`config.mk`:
```
export PLATFORM = sky130hd
export DESIGN_NAME = cv3s_cell
export DESIGN_NICKNAME = d
export VERILOG_FILES = /design/src/hdl/cv3s_pkg.sv /design/src/hdl/cv3s_cell.sv
export SDC_FILE = /design/constraint.sdc
export NUM_CORES = 2
export LEC_CHECK = 0
export ABC_AREA = 1
export BUFFER_PORTS_ARGS = -buffer_cell sky130_fd_sc_hd__buf_2
export CAP_MARGIN = 20
export CORE_MARGIN = 8
export CORE_UTILIZATION = 59
export DETAILED_ROUTE_END_ITERATION = 8
export PLACE_DENSITY = 0.78
export SLEW_MARGIN = 5
export SYNTH_ARGS = -nofsm -noshare
export SYNTH_HDL_FRONTEND = slang
export SYNTH_SLANG_ARGS = --single-unit
```
`constraint.sdc`:
```
create_clock -name clock -period 6.1 [get_ports clock]
set_input_delay 0.61 -clock clock [delete_from_list [all_inputs] [get_ports clock]]
set_output_delay 0.61 -clock clock [all_outputs]
set_load 0.01 [all_outputs]
```
`src/hdl/cv3s_pkg.sv`:
```
package cv3s_pkg;

   // Default parameter values.
   localparam int KERNEL_DEF    = 3;
   localparam int MAX_WIDTH_DEF = 1024;

   // Field widths.
   localparam int WIN         = 3;   // window rows: the current row plus two line stores
   localparam int PIX_W       = 16;
   localparam int COEF_W      = 16;
   localparam int PROD_W      = 32;
   localparam int COLSUM_W    = 34;
   localparam int RES_W       = 40;
   localparam int BIAS_W      = 32;
   localparam int DIM_W       = 11;
   localparam int ROW_W       = 10;
   localparam int OUT_IDX_W   = 10;
   localparam int MAX_ROWS    = 1024;
   localparam int RST_DIM     = 28;
   localparam int CSR_DATA_W  = 48;
   localparam int CSR_INDEX_W = 3;

   typedef logic [PIX_W-1:0] pix_type;
   typedef logic [WIN-1:0][PIX_W-1:0] column_type;

   // Control handed from the top level to every window cell.
   typedef struct packed {
      logic shift;     // a new column enters the window
      logic advance;   // the arithmetic stages move on
   } cell_ctl_type;

   // Position of one result as it travels down the pipeline.
   typedef struct packed {
      logic [OUT_IDX_W-1:0] row;
      logic [OUT_IDX_W-1:0] col;
      logic                 last;
   } meta_type;

   typedef enum logic [CSR_INDEX_W-1:0] {
      CSR_COEF_ROW0    = 3'd0,
      CSR_COEF_ROW1    = 3'd1,
      CSR_COEF_ROW2    = 3'd2,
      CSR_BIAS_VALUE   = 3'd3,
      CSR_IMAGE_WIDTH  = 3'd4,
      CSR_IMAGE_HEIGHT = 3'd5
   } csr_index_type;

endpackage

```
`src/hdl/cv3s_cell.sv`:
```
// One window column: holds three pixels, passes them to its left neighbor on
// each shift, and forms the weighted sum of its column over two stages.
module cv3s_cell (
   input  logic                              clock,
   input  cv3s_pkg::cell_ctl_type            ctl,
   input  cv3s_pkg::column_type              col_in,
   input  cv3s_pkg::column_type              coef_col,
   output cv3s_pkg::column_type              col_out,
   output logic signed [cv3s_pkg::COLSUM_W-1:0] col_sum
);

   cv3s_pkg::column_type                  col_ff;
   logic signed [cv3s_pkg::PROD_W-1:0]    prod_ff [cv3s_pkg::WIN];
   logic signed [cv3s_pkg::PROD_W-1:0]    prod_in [cv3s_pkg::WIN];
   logic signed [cv3s_pkg::COLSUM_W-1:0]  sum_ff;
   logic signed [cv3s_pkg::COLSUM_W-1:0]  sum_in;

   always_comb begin
      for (int i = 0; i < cv3s_pkg::WIN; i++) begin
         prod_in[i] = cv3s_pkg::PROD_W'($signed(col_ff[i])) *
                      cv3s_pkg::PROD_W'($signed(coef_col[i]));
      end
      sum_in = '0;
      for (int i = 0; i < cv3s_pkg::WIN; i++) begin
         sum_in = sum_in + cv3s_pkg::COLSUM_W'(prod_ff[i]);
      end
   end

   always_ff @(posedge clock) begin
      if (ctl.shift) begin
         col_ff <= col_in;
      end
      if (ctl.advance) begin
         for (int i = 0; i < cv3s_pkg::WIN; i++) begin
            prod_ff[i] <= prod_in[i];
         end
         sum_ff <= sum_in;
      end
   end

   assign col_out = col_ff;
   assign col_sum = sum_ff;

endmodule

```
==> results by group <==
Layout
  • Share of final-layout standard cells stronger than drive strength 1: 0.0727
  • Antenna diodes: 0
  • Area of combinational cells with multiple inputs: between 0.02 and 0.03 mm2
  • Post-layout net count: between 6000 and 7000
  • Count of filler cells inserted in the layout: 5689
  • Sequential cell area: between 0.005 and 0.006 mm2
  • Highest-count cells in the layout ignoring fill and taps: sky130_fd_sc_hd__inv_1, sky130_fd_sc_hd__nand2_1, sky130_fd_sc_hd__fa_1
  • Core occupancy in the finished layout: 0.636
  • Layout-stage area growth over the synthesis result: 7.19%
  • Most common library cell in the layout ignoring fill and taps: sky130_fd_sc_hd__inv_1

Synth
  • Average cell area after synthesis: 8.05 um2
  • Number of cells produced by synthesis: 5032
  • Number of warning messages in the yosys log: 0
  • Synthesis-stage register bit count: around 180
  • Post-synthesis cell type count: 34
  • Sequential fraction of the synthesis area: 0.132
  • Area of the mapped netlist: just over 0.04 mm2
  • Total nets after synthesis: 6228

Setup path
  • Setup slack on the worst flop-to-flop path: approximately 0.23 ns
  • Critical setup path kind: flip-flop to flip-flop
  • Reg2reg path depth: 19
  • Highest fanout seen on the critical path: 8
  • Worst R2R Start: col_out[15]
  • Reg2reg end: prod_ff[0][30]
  • Type of destination of the critical path: flip-flop
  • Worst EP arrival: just over 6 ns
  • Termination of the worst setup path: prod_ff[0][30]
  • Req. time, crit path: approximately 6.3 ns
  • Worst Setup Start Kind: flip-flop
  • Worst setup path startpoint: col_out[15]

Timing
  • Tcrit/Tclk final: 0.963
  • Setup violation total in the final timing report: 0
  • Number of pins with negative max-slew slack in the final report: 0
  • Max-Slew Margin vs Limit: 0.424
  • Maximum clock skew at final layout: roughly 0.03 ns
  • Minimum clock period after layout: approximately 6 ns
  • Transition at the pin with the smallest max-transition slack: 0.865 ns
  • Maximum clock frequency: around 170 MHz
  • Setup WS post-layout: between 0.2 and 0.25 ns
  • Final Hold Fails: 0

Die
  • Total Die Area: approximately 0.077 mm2
  • Width of the chip: between 200 and 300 um
  • Chip Height: roughly 280 um
  • Core area: 0.0683 mm2
  • Top-level port count: 181
  • Initial Utilization: 0.593
  • Placement row count: between 90 and 100

Route
  • Count of TritonRoute iterations in the first routing pass: 5
  • Number of nets with antenna violations after detailed routing: 0
  • Initial DRC Count: about 2400
  • Routed WL per cell: between 15 and 20 um
  • Remaining routing DRC violations: 0
  • Number of vias in the routed layout: between 30000 and 40000
  • Ratio of routed vias to standard cells: roughly 5
  • Total detailed-routing wirelength: 97800 um

Placed design
  • IO Port Bufs: 180
  • Post-detail-place hpwl: around 84000 um
  • Routability congestion estimate from global placement: about 0.95
  • Worst Setup Slack post-DPL: -0.0194 ns

GRT
  • Global-route wire length before repair: 164000 um
  • Largest net degree at the start of global routing: 71
  • Remaining Overflow, GRT: 0
  • Overall track demand over capacity in global routing: 0.262
  • Antenna violations before repair: 0
  • Via count of the first global-routing pass: between 30000 and 40000

Clocking
  • Insertion delay to the later sink of the worst-skew pair: 0.51 ns
  • Largest buffer count on any clock path: 2
  • Clock Pin Slew Worst Setup and Hold Paths: 0.10 ns
  • Number of buffers created by CTS: 17
  • Number of clock sinks: between 150 and 200
  • Count of hold buffers inserted by post-cts repair: 0
  • Clk Tree Root Cell: sky130_fd_sc_hd__clkbuf_16
  • TritonCTS clock tree: done
  • Maximum level of the CTS H-tree: 4

Hold path
  • Cell depth of the worst hold path: 1
  • Path type of the worst min-delay path: input pin to flip-flop

Flow run
  • Max cap viols: 0

Status
  • Status: finished, final reports clean
-- area by class of cell --
cell class / count / share of cell area
inverters: 1507 / 0.130
multi-input cells: 3179 / 0.665
clock buffers: 18 / 0.00988
flip-flops and latches: 178 / 0.123
clock inverters: 14 / 0.00397
well taps: 882 / 0.0254
repair buffers: 300 / 0.0421
-- kinds of logic (layout without fill, tap and decap cells) --
kind of cell,count (synthesis),after routing,synth area share
AO/OA/AOI/OAI,170,170,0.0230
XOR/XNOR,81,81,0.0175
adder cells (fa/ha/maj),1097,1097,0.490
buffers and inverters,1675,1839,0.155
flip-flops,178,178,0.132
AND/OR/NAND/NOR,1831,1831,0.182
-- cells in the mapped netlist, drive strengths merged --
cell type  instances  area share
a21boi             2     0.00037
a21o               5     0.00096
a21oi            103       0.013
a31oi              1     0.00015
and2               6     0.00093
and3               2     0.00034
buf                3     0.00028
clkbuf           165       0.015
edfxtp           178        0.13
fa               819        0.40
ha               278       0.086
inv             1507        0.14
nand2           1404        0.13
nand3            138       0.017
nand3b             8      0.0015
nand4             42      0.0065
nor2             177       0.017
nor3              34      0.0050
nor4               1     0.00031
o21ai             34      0.0042
o21bai            25      0.0046
or2               19      0.0029
xnor2             11      0.0024
xor2              70       0.015
-- sequential cells by signal (all words and copies together) (netlist names) --
register  cells
prod_ff      96
col_sum      34
col_out      48
-- repair_timing --
action | 4_1_cts | 5_1_grt
gates resized for setup | 0 | 5
setup endpoints to repair | 0 | 26
buffers inserted | 0 | 17
-- stage by stage --
| step | instances | cell area [um2] | TNS, ns | hold slack, ns |
|---|---|---|---|---|
| 2_1_floorplan | 5032 | 40500 | 0 | 0.677 |
| 3_3_place_gp | 6029 | 42700 | 0 | 0.723 |
| 3_5_place_dp | 6029 | 42700 | -0.0194 | 0.731 |
| 4_1_cts | 6061 | 43300 | 0 | 0.232 |
| 5_1_grt | 6078 | 43400 | -0.0248 | 0.237 |
| 6_report | 6078 | 43400 | 0 | 0.269 |
-- critical path, cell delays in order (launching register included) --
cell and delay [ns]:
sky130_fd_sc_hd__edfxtp_1 0.42, sky130_fd_sc_hd__buf_4 0.19, sky130_fd_sc_hd__nand2_1 0.08, sky130_fd_sc_hd__inv_1 0.09
sky130_fd_sc_hd__fa_2 0.68, sky130_fd_sc_hd__fa_2 0.60, sky130_fd_sc_hd__fa_1 0.61, sky130_fd_sc_hd__inv_1 0.11
sky130_fd_sc_hd__fa_1 0.57, sky130_fd_sc_hd__fa_1 0.43, sky130_fd_sc_hd__fa_1 0.50, sky130_fd_sc_hd__inv_1 0.05
sky130_fd_sc_hd__ha_1 0.38, sky130_fd_sc_hd__a21oi_1 0.25, sky130_fd_sc_hd__a21boi_0 0.23, sky130_fd_sc_hd__nand2_1 0.09
sky130_fd_sc_hd__a21oi_1 0.16, sky130_fd_sc_hd__nand2_1 0.07, sky130_fd_sc_hd__nand2_1 0.06, sky130_fd_sc_hd__nand2_1 0.04
-- worst min path at each step --
stage | startpoint | endpoint | slack (ns)
after floorplan | col_out[32] | prod_ff[0][64] | 0.68
after global placement | prod_ff[0][33] | col_sum[1] | 0.72
after detailed placement | prod_ff[0][33] | col_sum[1] | 0.73
after CTS | col_in[45] | col_out[45] | 0.23
after global routing | col_in[45] | col_out[45] | 0.24
final | col_in[46] | col_out[46] | 0.27
-- routing by layer --
| metal | vias up | GRT usage | routed length (um) | share of wire |
|---|---|---|---|---|
| met5 | - | 0 | 0 | 0 |
| met4 | 0 | 0.0651 | 2110 | 0.022 |
| met3 | 165 | 0.0518 | 8770 | 0.090 |
| met2 | 1264 | 0.424 | 45500 | 0.46 |
| met1 | 15200 | 0.364 | 41500 | 0.42 |
| li1 | 14700 | - | - | - |
Power is left out: the tool's default activity adds up to more than one toggle a clock period on the data nets, which glitch-free logic cannot reach.
